File: src/rtl/core/rfhop_pkg.sv
// shared types, constants and helpers of the rf channel hop sequencer
`timescale 1ns / 1ps
`default_nettype none

package rfhop_pkg;

  localparam int MAX_HOP_ENTRIES = 64;
  localparam int TABLE_DEPTH     = 64;

  localparam int CH_W   = 6;   // channel number and list position
  localparam int CNT_W  = 7;   // hop_count and table_size
  localparam int FREQ_W = 32;
  localparam int TIME_W = 32;
  localparam int LFSR_W = 16;
  localparam int LIST_AW = $clog2(MAX_HOP_ENTRIES);
  localparam int FREQ_AW = $clog2(TABLE_DEPTH);

  localparam logic [LFSR_W-1:0] LFSR_MASK = 16'hB400;
  localparam logic [3:0]        PERIOD_MULT = 4'd10;

  // input item kinds
  typedef enum logic [1:0] {
    FUNC_HOP      = 2'd0,
    FUNC_RESTART  = 2'd1,
    FUNC_LIST_WR  = 2'd2,
    FUNC_FREQ_WR  = 2'd3
  } func_t;

  // hop orders
  localparam logic [1:0] ORDER_SEQ    = 2'd0;
  localparam logic [1:0] ORDER_RANDOM = 2'd1;
  localparam logic [1:0] ORDER_STRIDE = 2'd2;

  // configuration register indexes
  localparam logic [2:0] CFG_HOP_ENABLE    = 3'd0;
  localparam logic [2:0] CFG_HOP_ORDER     = 3'd1;
  localparam logic [2:0] CFG_HOP_PERIOD    = 3'd2;
  localparam logic [2:0] CFG_HOP_COUNT     = 3'd3;
  localparam logic [2:0] CFG_FIXED_CHANNEL = 3'd4;
  localparam logic [2:0] CFG_TABLE_SIZE    = 3'd5;
  localparam logic [2:0] CFG_RANDOM_SEED   = 3'd6;

  typedef enum logic [2:0] {
    ST_IDLE,
    ST_DECIDE,
    ST_LREAD,
    ST_DRAW,
    ST_TREAD,
    ST_OUT
  } state_t;

  // one step of the right-shifting galois lfsr
  function automatic logic [LFSR_W-1:0] lfsr_step(input logic [LFSR_W-1:0] v);
    logic [LFSR_W-1:0] s;
    s = v >> 1;
    if (v[0]) s = s ^ LFSR_MASK;
    return s;
  endfunction

  // clamp a count into 1..limit
  function automatic logic [CNT_W-1:0] clamp_count(input logic [CNT_W-1:0] c,
                                                   input logic [CNT_W-1:0] limit);
    logic [CNT_W-1:0] r;
    r = c;
    if (c == '0) r = CNT_W'(1);
    else if (c > limit) r = limit;
    return r;
  endfunction

endpackage

`default_nettype wire

File: src/rtl/core/rfhop_ram.sv
// generic single-port-write, registered-read synchronous ram
`timescale 1ns / 1ps
`default_nettype none

module rfhop_ram #(
  parameter int DW = 32,
  parameter int AW = 6
) (
  input  wire logic          clk,
  input  wire logic          we,
  input  wire logic [AW-1:0] waddr,
  input  wire logic [DW-1:0] wdata,
  input  wire logic          re,
  input  wire logic [AW-1:0] raddr,
  output logic      [DW-1:0] rdata
);

  logic [DW-1:0] mem [2**AW];

  always_ff @(posedge clk) begin
    if (we) begin
      mem[waddr] <= wdata;
    end
  end

  always_ff @(posedge clk) begin
    if (re) begin
      rdata <= mem[raddr];
    end
  end

endmodule

`default_nettype wire

File: src/rtl/core/rfhop_mod.sv
// bit-serial remainder unit for lfsr draw mod hop count
`timescale 1ns / 1ps
`default_nettype none

module rfhop_mod
  import rfhop_pkg::*;
(
  input  wire logic              clk,
  input  wire logic              rst_n,
  input  wire logic              start,
  input  wire logic [LFSR_W-1:0] dividend,
  input  wire logic [CNT_W-1:0]  divisor,
  output logic                   done,
  output logic [CH_W-1:0]        remainder
);

  localparam int STEP_W = $clog2(LFSR_W);

  logic [LFSR_W-1:0] dvd_r;
  logic [CH_W-1:0]   rem_r;
  logic [STEP_W-1:0] cnt_r;
  logic              busy_r;
  logic              done_r;
  logic [CNT_W-1:0]  trial;
  logic [CH_W-1:0]   rem_nxt;

  // one restoring step per cycle, msb first
  always_comb begin
    trial = {rem_r, dvd_r[LFSR_W-1]};
    if (trial >= divisor) rem_nxt = CH_W'(trial - divisor);
    else                  rem_nxt = CH_W'(trial);
  end

  always_ff @(posedge clk) begin
    if (!rst_n) begin
      busy_r <= 1'b0;
      done_r <= 1'b0;
    end else begin
      done_r <= 1'b0;
      if (start) begin
        busy_r <= 1'b1;
      end else if (busy_r && cnt_r == '0) begin
        busy_r <= 1'b0;
        done_r <= 1'b1;
      end
    end
  end

  always_ff @(posedge clk) begin
    if (start) begin
      dvd_r <= dividend;
      rem_r <= '0;
      cnt_r <= STEP_W'(LFSR_W - 1);
    end else if (busy_r) begin
      dvd_r <= dvd_r << 1;
      rem_r <= rem_nxt;
      cnt_r <= cnt_r - STEP_W'(1);
    end
  end

  assign done      = done_r;
  assign remainder = rem_r;

endmodule

`default_nettype wire

File: src/rtl/core/rf_channel_hop_sequencer_top.sv
// top level of the rf channel hop sequencer
`timescale 1ns / 1ps
`default_nettype none

// Picks the working RF channel and PLL frequency word for one reader context.
// Each input transaction carries a kind in in_tuser: hop request, restart,
// hop list write or frequency table write. Writes land on accept and give no
// result. Hop requests and restarts each give one result transaction. Items
// are handled one at a time: the hop list and frequency table sit in two
// synchronous RAMs with registered reads. A fixed-mode item passes the decide,
// table read and output states; a due hop or in-order restart also reads the
// hop list, and an item that draws a random position waits on the bit-serial
// remainder unit that works the 16-bit LFSR value mod hop_count one bit a
// cycle. The next item is taken once the previous result sits in the output
// register, even if it is still waiting to be taken. Hop list and frequency
// entries must be written before they are read. Configuration is written through
// cfg_we / cfg_index / cfg_wdata by the user, only while idle; it is not checked.

module rf_channel_hop_sequencer_top
  import rfhop_pkg::*;
(
  input  wire logic        clk,
  input  wire logic        rst_n,
  // input stream
  input  wire logic        in_tvalid,
  output logic             in_tready,
  input  wire logic [71:0] in_tdata,   // now_ms[31:0], entry_index[37:32], entry_value[69:38]
  input  wire logic [1:0]  in_tuser,   // func[1:0]
  // result stream
  output logic             out_tvalid,
  input  wire logic        out_tready,
  output logic [39:0]      out_tdata,  // freq_word[31:0], work_channel[37:32], hopped[38],
                                       // channel_fault[39]
  // configuration
  input  wire logic        cfg_we,
  input  wire logic [2:0]  cfg_index,
  input  wire logic [15:0] cfg_wdata
);

  // configuration registers
  logic              hop_enable_r;
  logic [1:0]        hop_order_r;
  logic [15:0]       hop_period_r;
  logic [CNT_W-1:0]  hop_count_r;
  logic [CH_W-1:0]   fixed_channel_r;
  logic [CNT_W-1:0]  table_size_r;
  logic [LFSR_W-1:0] random_seed_r;

  // sequencer state
  state_t            state_r, state_nxt;
  func_t             func_r;
  logic [TIME_W-1:0] now_r;
  logic [CH_W-1:0]   pos_r, pos_nxt;
  logic [CH_W-1:0]   cur_r, cur_nxt;
  logic [TIME_W-1:0] last_r, last_nxt;
  logic [LFSR_W-1:0] lfsr_r, lfsr_nxt;
  logic              hopped_r, hopped_nxt;
  logic              fault_r, fault_nxt;
  logic              out_valid_r, out_valid_nxt;
  logic [39:0]       out_data_r, out_data_nxt;

  // item fields
  logic              in_accept;
  func_t             in_func;
  logic [TIME_W-1:0] in_now;
  logic [CH_W-1:0]   in_index;
  logic [31:0]       in_value;

  // memory ports
  logic               list_we, list_re;
  logic [LIST_AW-1:0] list_raddr;
  logic [CH_W-1:0]    list_rdata;
  logic               freq_we, freq_re;
  logic [FREQ_AW-1:0] freq_raddr;
  logic [FREQ_W-1:0]  freq_rdata;

  // remainder unit
  logic              mod_start;
  logic [LFSR_W-1:0] mod_dividend;
  logic              mod_done;
  logic [CH_W-1:0]   mod_rem;

  // derived values
  logic [CNT_W-1:0]  n_eff;
  logic [CNT_W-1:0]  ts_eff;
  logic [LFSR_W-1:0] seed_eff;
  logic [19:0]       dwell_ms;
  logic [TIME_W-1:0] elapsed;
  logic              hop_due;
  logic [CH_W-1:0]   p_eff;
  logic [CNT_W-1:0]  seq_next;
  logic [CH_W-1:0]   seq_pos;
  logic [CH_W-1:0]   half_span;
  logic [CNT_W:0]    stride_sum;
  logic [CNT_W:0]    stride_mod;
  logic [CH_W-1:0]   stride_pos;
  logic              random_order;

  assign in_func   = func_t'(in_tuser);
  assign in_now    = in_tdata[31:0];
  assign in_index  = in_tdata[37:32];
  assign in_value  = in_tdata[69:38];
  assign in_accept = in_tvalid && in_tready;
  // nothing is taken while reset is held
  assign in_tready = rst_n && (state_r == ST_IDLE);

  // table writes land directly on accept
  assign list_we = in_accept && (in_func == FUNC_LIST_WR) &&
                   (32'(in_index) < 32'(MAX_HOP_ENTRIES));
  assign freq_we = in_accept && (in_func == FUNC_FREQ_WR) &&
                   (32'(in_index) < 32'(TABLE_DEPTH));

  rfhop_ram #(.DW(CH_W), .AW(LIST_AW)) u_list_ram (
    .clk   (clk),
    .we    (list_we),
    .waddr (LIST_AW'(in_index)),
    .wdata (in_value[CH_W-1:0]),
    .re    (list_re),
    .raddr (list_raddr),
    .rdata (list_rdata)
  );

  rfhop_ram #(.DW(FREQ_W), .AW(FREQ_AW)) u_freq_ram (
    .clk   (clk),
    .we    (freq_we),
    .waddr (FREQ_AW'(in_index)),
    .wdata (in_value),
    .re    (freq_re),
    .raddr (freq_raddr),
    .rdata (freq_rdata)
  );

  rfhop_mod u_mod (
    .clk       (clk),
    .rst_n     (rst_n),
    .start     (mod_start),
    .dividend  (mod_dividend),
    .divisor   (n_eff),
    .done      (mod_done),
    .remainder (mod_rem)
  );

  // clamped counts, seed and dwell test
  always_comb begin
    n_eff    = clamp_count(hop_count_r, CNT_W'(MAX_HOP_ENTRIES));
    ts_eff   = clamp_count(table_size_r, CNT_W'(TABLE_DEPTH));
    seed_eff = (random_seed_r == '0) ? LFSR_W'(1) : random_seed_r;
    dwell_ms = 20'(hop_period_r) * 20'(PERIOD_MULT);
    elapsed  = now_r - last_r;
    hop_due  = elapsed > TIME_W'(dwell_ms);
    random_order = (hop_order_r == ORDER_RANDOM) || (hop_order_r == ORDER_STRIDE);
  end

  // next position for the sequential and stride orders
  always_comb begin
    // stale position after hop_count was lowered falls back to 0
    p_eff      = ({1'b0, pos_r} < n_eff) ? pos_r : '0;
    seq_next   = CNT_W'(p_eff) + CNT_W'(1);
    seq_pos    = (seq_next >= n_eff) ? '0 : CH_W'(seq_next);
    half_span  = CH_W'((n_eff - CNT_W'(1)) >> 1);
    stride_sum = (CNT_W+1)'(p_eff) + (CNT_W+1)'(1) + (CNT_W+1)'(half_span);
    stride_mod = (stride_sum >= (CNT_W+1)'(n_eff)) ? stride_sum - (CNT_W+1)'(n_eff)
                                                    : stride_sum;
    // zero wraps to n, then step back by one
    if (stride_mod == '0) stride_pos = CH_W'(n_eff - CNT_W'(1));
    else                  stride_pos = CH_W'(stride_mod - (CNT_W+1)'(1));
  end

  // sequencer: next state, memory reads and state updates
  always_comb begin
    state_nxt     = state_r;
    pos_nxt       = pos_r;
    cur_nxt       = cur_r;
    last_nxt      = last_r;
    lfsr_nxt      = lfsr_r;
    hopped_nxt    = hopped_r;
    fault_nxt     = fault_r;
    out_valid_nxt = out_valid_r;
    out_data_nxt  = out_data_r;
    list_re       = 1'b0;
    list_raddr    = '0;
    freq_re       = 1'b0;
    freq_raddr    = '0;
    mod_start     = 1'b0;
    mod_dividend  = '0;

    if (out_valid_r && out_tready) out_valid_nxt = 1'b0;

    case (state_r)
      ST_IDLE: begin
        if (in_accept && (in_func == FUNC_HOP || in_func == FUNC_RESTART)) begin
          state_nxt = ST_DECIDE;
        end
      end

      ST_DECIDE: begin
        hopped_nxt = 1'b0;
        if (func_r == FUNC_RESTART) begin
          last_nxt = now_r;
          lfsr_nxt = seed_eff;
          if (!hop_enable_r) begin
            cur_nxt   = fixed_channel_r;
            state_nxt = ST_TREAD;
          end else if (random_order) begin
            // start position drawn from the reseeded lfsr
            lfsr_nxt     = lfsr_step(seed_eff);
            mod_start    = 1'b1;
            mod_dividend = lfsr_step(seed_eff);
            state_nxt    = ST_DRAW;
          end else begin
            pos_nxt    = '0;
            list_re    = 1'b1;
            list_raddr = '0;
            state_nxt  = ST_LREAD;
          end
        end else if (!hop_enable_r) begin
          cur_nxt   = fixed_channel_r;
          state_nxt = ST_TREAD;
        end else if (hop_due) begin
          last_nxt   = now_r;
          hopped_nxt = 1'b1;
          list_re    = 1'b1;
          list_raddr = LIST_AW'(p_eff);
          if (hop_order_r == ORDER_SEQ)         pos_nxt = seq_pos;
          else if (hop_order_r != ORDER_RANDOM) pos_nxt = stride_pos;
          else                                  pos_nxt = p_eff;
          state_nxt = ST_LREAD;
        end else begin
          state_nxt = ST_TREAD;
        end
      end

      ST_LREAD: begin
        cur_nxt = list_rdata;
        if (func_r == FUNC_HOP && hop_order_r == ORDER_RANDOM) begin
          // random order: next position drawn after the hop
          lfsr_nxt     = lfsr_step(lfsr_r);
          mod_start    = 1'b1;
          mod_dividend = lfsr_step(lfsr_r);
          state_nxt    = ST_DRAW;
        end else begin
          state_nxt = ST_TREAD;
        end
      end

      ST_DRAW: begin
        if (mod_done) begin
          pos_nxt = mod_rem;
          if (func_r == FUNC_RESTART) begin
            list_re    = 1'b1;
            list_raddr = LIST_AW'(mod_rem);
            state_nxt  = ST_LREAD;
          end else begin
            state_nxt = ST_TREAD;
          end
        end
      end

      ST_TREAD: begin
        // channel past the table end maps to entry 0
        fault_nxt  = ({1'b0, cur_r} >= ts_eff);
        freq_re    = 1'b1;
        freq_raddr = fault_nxt ? '0 : FREQ_AW'(cur_r);
        state_nxt  = ST_OUT;
      end

      ST_OUT: begin
        if (!out_valid_r || out_tready) begin
          out_valid_nxt = 1'b1;
          out_data_nxt  = {fault_r, hopped_r, cur_r, freq_rdata};
          state_nxt     = ST_IDLE;
        end
      end

      default: begin
        state_nxt = ST_IDLE;
      end
    endcase
  end

  // configuration registers
  always_ff @(posedge clk) begin
    if (!rst_n) begin
      hop_enable_r    <= 1'b0;
      hop_order_r     <= ORDER_SEQ;
      hop_period_r    <= '0;
      hop_count_r     <= CNT_W'(1);
      fixed_channel_r <= CH_W'(10);
      table_size_r    <= CNT_W'(64);
      random_seed_r   <= LFSR_W'(1);
    end else if (cfg_we) begin
      case (cfg_index)
        CFG_HOP_ENABLE:    hop_enable_r    <= cfg_wdata[0];
        CFG_HOP_ORDER:     hop_order_r     <= cfg_wdata[1:0];
        CFG_HOP_PERIOD:    hop_period_r    <= cfg_wdata;
        CFG_HOP_COUNT:     hop_count_r     <= cfg_wdata[CNT_W-1:0];
        CFG_FIXED_CHANNEL: fixed_channel_r <= cfg_wdata[CH_W-1:0];
        CFG_TABLE_SIZE:    table_size_r    <= cfg_wdata[CNT_W-1:0];
        CFG_RANDOM_SEED:   random_seed_r   <= cfg_wdata;
        default: ;
      endcase
    end
  end

  // control and hop state
  always_ff @(posedge clk) begin
    if (!rst_n) begin
      state_r     <= ST_IDLE;
      pos_r       <= '0;
      cur_r       <= CH_W'(10);
      last_r      <= '0;
      lfsr_r      <= LFSR_W'(1);
      hopped_r    <= 1'b0;
      fault_r     <= 1'b0;
      out_valid_r <= 1'b0;
    end else begin
      state_r     <= state_nxt;
      pos_r       <= pos_nxt;
      cur_r       <= cur_nxt;
      last_r      <= last_nxt;
      lfsr_r      <= lfsr_nxt;
      hopped_r    <= hopped_nxt;
      fault_r     <= fault_nxt;
      out_valid_r <= out_valid_nxt;
    end
  end

  // item and result payload
  always_ff @(posedge clk) begin
    if (in_accept) begin
      func_r <= in_func;
      now_r  <= in_now;
    end
    out_data_r <= out_data_nxt;
  end

  assign out_tvalid = out_valid_r;
  assign out_tdata  = out_data_r;

endmodule

`default_nettype wire
File: config.mk
export PLATFORM = sky130hd
export DESIGN_NAME = rf_channel_hop_sequencer_top
export DESIGN_NICKNAME = d
export VERILOG_FILES = /design/src/rtl/core/rfhop_pkg.sv /design/src/rtl/core/rfhop_ram.sv /design/src/rtl/core/rfhop_mod.sv /design/src/rtl/core/rf_channel_hop_sequencer_top.sv
export SDC_FILE = /design/constraint.sdc
export NUM_CORES = 2
export LEC_CHECK = 0
export ABC_CLOCK_PERIOD_IN_PS = 6000
export BUFFER_PORTS_ARGS = -buffer_cell sky130_fd_sc_hd__buf_2
export CAP_MARGIN = 20
export CORE_MARGIN = 10
export CORE_UTILIZATION = 44
export DETAILED_ROUTE_END_ITERATION = 7
export SKIP_CTS_REPAIR_TIMING = 1
export SLEW_MARGIN = 20
export SYNTH_ARGS = -nofsm -noshare
export SYNTH_HDL_FRONTEND = slang
export SYNTH_HIERARCHICAL = 1
export SYNTH_SLANG_ARGS = --single-unit
File: constraint.sdc
create_clock -name clk -period 6 [get_ports clk]
set_input_delay 0.3 -clock clk [delete_from_list [all_inputs] [get_ports clk]]
set_output_delay 0.3 -clock clk [all_outputs]
set_load 0.01 [all_outputs]
-- After elaboration in Yosys (flattened, before gate mapping)
Memories as Yosys holds them, arrays and structs flattened. A register that Yosys moved wholly into a read port is not among the register bits.
Cells that the tools add are included.
Widths: inputs -> output; s select.
- register bits: 223
- bits in writable memories: 2432
- input bits: 98
- output and inout port bits: 42
- logic and storage cells: 197
- memories: 2
- memory list (name ; depth ; width ; read ports ; clocked after memory_dff ; write ports ; RTL line ; text):
    u_freq_ram.mem ; 64 ; 32 ; 1 ; 1 ; 1 ; rfhop_ram.sv:18 ; logic [DW-1:0] mem [2**AW];
    u_list_ram.mem ; 64 ; 6 ; 1 ; 1 ; 1 ; rfhop_ram.sv:18 ;
- $add $sub $neg: 9
- multiply operators: 1
- magnitude comparators: 8
- equality and inequality tests: 27
- muxes and demuxes: 82
- bitwise gates (word level): 3
- reductions and logical operators: 42
- operator list (cell ; number):
    $mux 16 ; 13
    $mux 6 ; 20
    $mux 32 ; 3
    $pmux 16 s2 ; 2
    $pmux 6 s2 ; 3
    $gt 32x20->1 ; 1
    $sub 32x32->32 ; 1
    $mux 7 ; 4
    $mux 3 ; 9
    $mux 1 ; 24
    $mul 16x3->19 const B ; 1
    $pmux 3 s6 ; 1
    $reduce_and 2->1 ; 9
    $logic_not 16->1 ; 1
    $eq 3x3->1 const B ; 5
    $add 6x1->7 const B ; 2
    $ge 7x7->1 ; 2
    $gt 7x7->1 const B ; 2
    $logic_not 7->1 ; 2
    $eq 3x2->1 const B ; 4
    $reduce_bool 2->1 ; 6
    $ne 2x2->1 const B ; 5
    $reduce_and 3->1 ; 3
    $add 7x6->8 ; 1
    other kinds (26) ; 48

-- Logic depth before layout (Yosys ltp)
- word-level depth: 17
- gate-level depth with buffers: 33
- gate-level depth less buffers: 31

-- Modules after synthesis
Netlist, hierarchy kept.
- by module, submodules not included (module ; instances ; cells each ; area an instance (sq um) ; sequential area each (sq um)):
    rfhop_ram (u_freq_ram) ; 1 ; 3511 ; 79359.9 ; 62459.9
    rfhop_ram (u_list_ram) ; 1 ; 720 ; 15285.9 ; 11711.2
    rf_channel_hop_sequencer_top ; 1 ; 1449 ; 12588.3 ; 4644.5
    rfhop_mod ; 1 ; 140 ; 1522.7 ; 720.7

-- Least setup slack after synthesis
Ideal clock, no wire load.
- kind: reg-to-reg
- start point: register hop_period_r[2]
- end point: register u_list_ram.rdata[2] (read register of u_list_ram.mem), data pin
- library setup time: 257 ps
- arrival: 6246 ps
- required time: 5743 ps
- path slack: -503 ps
- stages on the path, launching flop included: 33
- cells stage by stage: dfxtp_1 ha_1 ha_1 a21o_1 a21oi_1 o21ai_0 and2_1 o21ai_0 a21oi_1 nor2_1 o211a_1 a211oi_1 o21a_1 or2_2 ha_1 a21o_1 a21o_1 a21oi_1 nand3_1 o21ai_0 nand4b_1 a2111oi_2 nand4_1 nor4_4 nor3_1 a22o_1 buf_6 buf_12 buf_12 mux4_2 a22oi_2 nand3_1 a32o_1
- longest elaborated chain between the ends: 6
- RTL lines (element ; RTL line ; text):
    from (decl) ; rf_channel_hop_sequencer_top.sv:43 ; logic [15:0] hop_period_r;
    from (signal assigned) ; rf_channel_hop_sequencer_top.sv:295 ; CFG_HOP_PERIOD: hop_period_r <= cfg_wdata;
    $mul 16x3->19 ; rf_channel_hop_sequencer_top.sv:148 ; dwell_ms = 20'(hop_period_r) * 20'(PERIOD_MULT);
    $gt 32x20->1 ; rf_channel_hop_sequencer_top.sv:150 ; hop_due = elapsed > TIME_W'(dwell_ms);
    $mux 6 ; rf_channel_hop_sequencer_top.sv:219 ; end else if (hop_due) begin
    $mux 6 ; rf_channel_hop_sequencer_top.sv:216 ; end else if (!hop_enable_r) begin
    $mux 6 ; rf_channel_hop_sequencer_top.sv:198 ; if (func_r == FUNC_RESTART) begin
    $pmux 6 s2 ; rf_channel_hop_sequencer_top.sv:189 ; case (state_r)
    via list_raddr[0] ; rf_channel_hop_sequencer_top.sv:71 ; logic [LIST_AW-1:0] list_raddr;
    to (decl) ; rfhop_ram.sv:15 ; output logic [DW-1:0] rdata
The timed path passes the listed nets, and every way through them passes these cells.
A chain may end at the register's enable or synchronous reset.

-- Worst setup path after layout
- start point: register hop_period_r[3]
- end point: register u_list_ram.rdata[5] (read register of u_list_ram.mem), data pin
Same word-level chain as after synthesis.

==> run_results.csv <==
group,metric,value,unit
run_status,run_status,"finished, violations left",
run_status,failing_checks,"hold timing, setup timing",
floorplan,dieArea,267500,um2
worst_setup_path,worstSetupPathType,"flip-flop to flip-flop",
clock_tree,cts_htree_levels,5,
logic_synthesis,post_synth_and_or_nand_nor_area_fraction,0.03998,
logic_synthesis,post-synth-top-area-cell,"sky130_fd_sc_hd__edfxtp_1",
logic_synthesis,synth-compound-area-share,0.05046,
sta,setup_tns,-2332,ps
clock_tree,cts_sinks,2693,
sta,timing.hold.ws,-34.59,ps
clock_tree,cts_buffers,296,
place,dpl_cell_area,115300,um2
sta,clock_skew,56.24,ps
sta,finalMaxSlewViolations,0,
floorplan,floorplan.initialDensity,0.4422,
sta,setup_viol_count_final,6,
logic_synthesis,synth_async_reset_ratio,0,
sta,finalHoldViolCount,2,
clock_tree,cts_tree,"built",
floorplan,die-width,517.2,um
logic_synthesis,syn-mean-instance-area,18.69,um2
logic_synthesis,synth_top_flop_cell,"sky130_fd_sc_hd__edfxtp_1",
logic_synthesis,synth_area_leaders,"sky130_fd_sc_hd__edfxtp_1, sky130_fd_sc_hd__mux4_2, sky130_fd_sc_hd__dfxtp_1, sky130_fd_sc_hd__mux2i_1, sky130_fd_sc_hd__ha_1",
drt,detail_route.drc_violations,0,
floorplan,floorplan.die.height,517.2,um
sta,worst_setup_slack_after_layout,-422.8,ps
logic_synthesis,synth_mux_area_frac,0.1383,
pwr,power_per_cell_area,310.9,nW/um2
sta,post_layout_min_period,6423,ps
worst_setup_path,crit_start,"hop_period_r[3]",
final_layout,final_cell_count_no_fill,9820,
logic_synthesis,synthDistinctLibCells,88,
final_layout,layout-area-overhead-vs-synth,15.72,%
drt,drtIter0Drc,6140,
logic_synthesis,ys_seq_area_frac,0.7313,
place,detailed_place_hpwl,172.9,mm
worst_setup_path,critPathLaunchType,"flip-flop",
pwr,total_power,39.13,mW
final_layout,layout-drive-gt1-share,0.2481,
worst_setup_path,rr_endpoint,"u_list_ram/rdata[5]",
floorplan,placeableCoreArea,245900,um2
logic_synthesis,post_synth_xor_area_fraction,0.004671,
worst_setup_path,cp_max_fo,13,
place,io_buffer_count,137,
run,drv_cap,0,
drt,post_drt_wl_per_cell,28.63,um
place,placed_cells_incl_taps,9208,
floorplan,placement_rows,182,
worst_setup_path,reg2reg_depth,33,
min_path,start_point_of_the_worst_hold_path,"cfg_index[2]",
final_layout,final_area,125800,um2
logic_synthesis,synth_fp_nets,6047,
sta,slew_headroom,0.2058,
logic_synthesis,postSynthRegisterBits,2693,
worst_setup_path,critical_path.most_common_cell,"sky130_fd_sc_hd__a21oi_2",
grt,grt_max_degree,99,
clock_tree,clk_latency,950,ps
sta,timing.final.crit_share,1.070,
worst_setup_path,worst_path_required_time,6650,ps
min_path,worst_hold_path_type,"input port to flip-flop",
grt,grt_first_pass_wirelength,407.2,mm
worst_setup_path,critPathCaptureType,"flip-flop",
final_layout,layout.nets,6609,
worst_setup_path,critPathMaxStageDelay,430,ps
drt,dr.pass1.iters,6,
logic_synthesis,synth_top_area_frac,0.7068,
logic_synthesis,synth_top_family_by_area,"multiplexers",
pwr,power.static_leakage,39.26,nW
worst_setup_path,r2r-start,"hop_period_r[3]",
sta,max_freq,0.1557,GHz
worst_setup_path,worst-endpoint-arrival,7080,ps
logic_synthesis,synth-edff-count,2560,
sta,rsz0062_at_grt,"yes",
worst_setup_path,critical-path-slowest-cell,"sky130_fd_sc_hd__mux4_2",
drt,vias,58120,
drt,routed_wirelength,281.2,mm
grt,track_usage,0.2063,
grt,number_of_antenna_violations_at_the_first_check_in_global_routing,15,
place,gp_routability_congestion,0.8836,
logic_synthesis,yosys.area_share.adder,0.01519,
worst_setup_path,worst_setup_path_endpoint,"u_list_ram/rdata[5]",
drt,via_density_per_instance,5.918,
clock_tree,clockRootBuffer,"sky130_fd_sc_hd__clkbuf_16",
grt,global_route.overflow_total,0,
place,place_worst_setup_slack,-738.7,ps
clock_tree,clock_pin_transition_on_the_worst_setup_and_hold_timing_paths,60,ps
sta,worst_pin_slew,1191,ps
floorplan,num_io_pins,140,
logic_synthesis,synthesis.instances,5820,
worst_setup_path,rrSetupSlack,-420,ps
logic_synthesis,yosys_warnings,6,
pwr,vdd_drop_max,0.2556,mV
grt,grt_pass1_vias,58630,
logic_synthesis,post_synth_instance_area,108800,um2
clock_tree,clock_path_buffers,4,
drt,antenna_violating_nets_left,0,
[layout make-up]
type	count	area (um2)
antenna	11	27.53
clock buffer	354	7835
clock inverter	151	1349
fill	19620	120100
inverter	101	379.1
multi-input combinational	2718	28030
sequential	2693	79540
tap	3220	4029
timing repair buffer	572	4657
[synth_stat cells (15+ instances only)]
cell type                  number
sky130_fd_sc_hd__inv_1        100
sky130_fd_sc_hd__nand2b_1      49
sky130_fd_sc_hd__xor2_1        24
sky130_fd_sc_hd__nand2_1      320
sky130_fd_sc_hd__o221ai_1      26
sky130_fd_sc_hd__a31oi_1       28
sky130_fd_sc_hd__nor2b_1       53
sky130_fd_sc_hd__buf_4         31
sky130_fd_sc_hd__or2_2         15
sky130_fd_sc_hd__a22oi_1      130
sky130_fd_sc_hd__dfxtp_1      133
sky130_fd_sc_hd__mux2i_1      255
sky130_fd_sc_hd__edfxtp_1    2560
sky130_fd_sc_hd__a211oi_1      37
sky130_fd_sc_hd__mux2_2        29
sky130_fd_sc_hd__xnor2_1       34
sky130_fd_sc_hd__mux4_2       533
sky130_fd_sc_hd__nand3_1      115
sky130_fd_sc_hd__a21boi_0      63
sky130_fd_sc_hd__a22o_1        35
sky130_fd_sc_hd__buf_6         39
sky130_fd_sc_hd__nor3_1        32
sky130_fd_sc_hd__buf_2         69
sky130_fd_sc_hd__ha_1         124
sky130_fd_sc_hd__a21o_1        18
sky130_fd_sc_hd__o22ai_1       58
sky130_fd_sc_hd__clkbuf_1     149
sky130_fd_sc_hd__o21ai_0       90
sky130_fd_sc_hd__o22a_1        18
sky130_fd_sc_hd__a21oi_1      116
sky130_fd_sc_hd__nor2_1       237
sky130_fd_sc_hd__o211ai_1      40
[critical path, delay by kind of cell, from the launching register on]
family                     cells  cell delay [ps]
xor gates and xnor gates       1              100
and+or+nand+nor                7              940
DFF                            1              340
muxes                          1              430
buffers and inverters          4              540
adders and majority gates      4             1060
AOI/OAI and AO/OA             16             2780
[report_power, final]
group / switching (mW) / internal [mW]
registers: 0.0331 / 20.6
clock network: 7.09 / 10.3
logic: 0.723 / 0.359
[kinds of logic after synthesis]
logic type,Yosys count
flops,2693
fa+ha+maj,129
compound gates,778
buf+inv,410
simple gates,929
mux,823
xor+xnor,58
[metrics by stage]
step | hold slack (ps) | util
4_1_cts | -499.7 | 0.5061
3_3_place_gp | 403.5 | 0.4685
5_1_grt | 3.355 | 0.5116
3_5_place_dp | 404.5 | 0.4688
6_report | -34.59 | 0.5117
2_1_floorplan | 398.9 | -
[metal layers]
metal	part of all wire	vias to the layer above	GRT usage
met2	0.48	2329	0.3290
met4	0.026	8	0.05908
met3	0.090	452	0.05478
met1	0.41	30500	0.2808
li1	-	24830	-
met5	0.00025	-	0
[layout by cell type, fill, tap and decap left out, types with 113 or more instances in the layout]
| master | n |
|---|---|
| sky130_fd_sc_hd__a22oi_1 | 129 |
| sky130_fd_sc_hd__mux2i_1 | 248 |
| sky130_fd_sc_hd__nand3_1 | 113 |
| sky130_fd_sc_hd__buf_4 | 347 |
| sky130_fd_sc_hd__edfxtp_1 | 2560 |
| sky130_fd_sc_hd__nand2_1 | 320 |
| sky130_fd_sc_hd__clkbuf_16 | 305 |
| sky130_fd_sc_hd__ha_1 | 117 |
| sky130_fd_sc_hd__nor2_1 | 162 |
| sky130_fd_sc_hd__dfxtp_1 | 129 |
| sky130_fd_sc_hd__mux4_2 | 535 |
[sequential cells by signal, indices dropped and copies added, names as in the netlist, 4 cells and up]
register,flops
hop_period_r,16
u_mod/cnt_r,4
now_r,32
u_mod/dvd_r,16
u_freq_ram/mem,2048
random_seed_r,16
last_r,32
hop_count_r,7
lfsr_r,16
u_list_ram/mem,384
pos_r,6
fixed_channel_r,6
out_tdata,40
cur_r,6
u_list_ram/rdata,6
table_size_r,7
u_mod/remainder,6
u_freq_ram/rdata,32
[worst min path at each step]
stage / endpoint / cells after the start / slack [ps]
after floorplan: func_r[0] / 0 / 400
after global placement: out_tdata[10] / 0 / 400
after detailed placement: out_tdata[27] / 0 / 400
after CTS: now_r[16] / 1 / -500
after global routing: table_size_r[1] / 5 / 3
final: hop_order_r[1] / 5 / -30
Power figures use the tool's default switching activity.
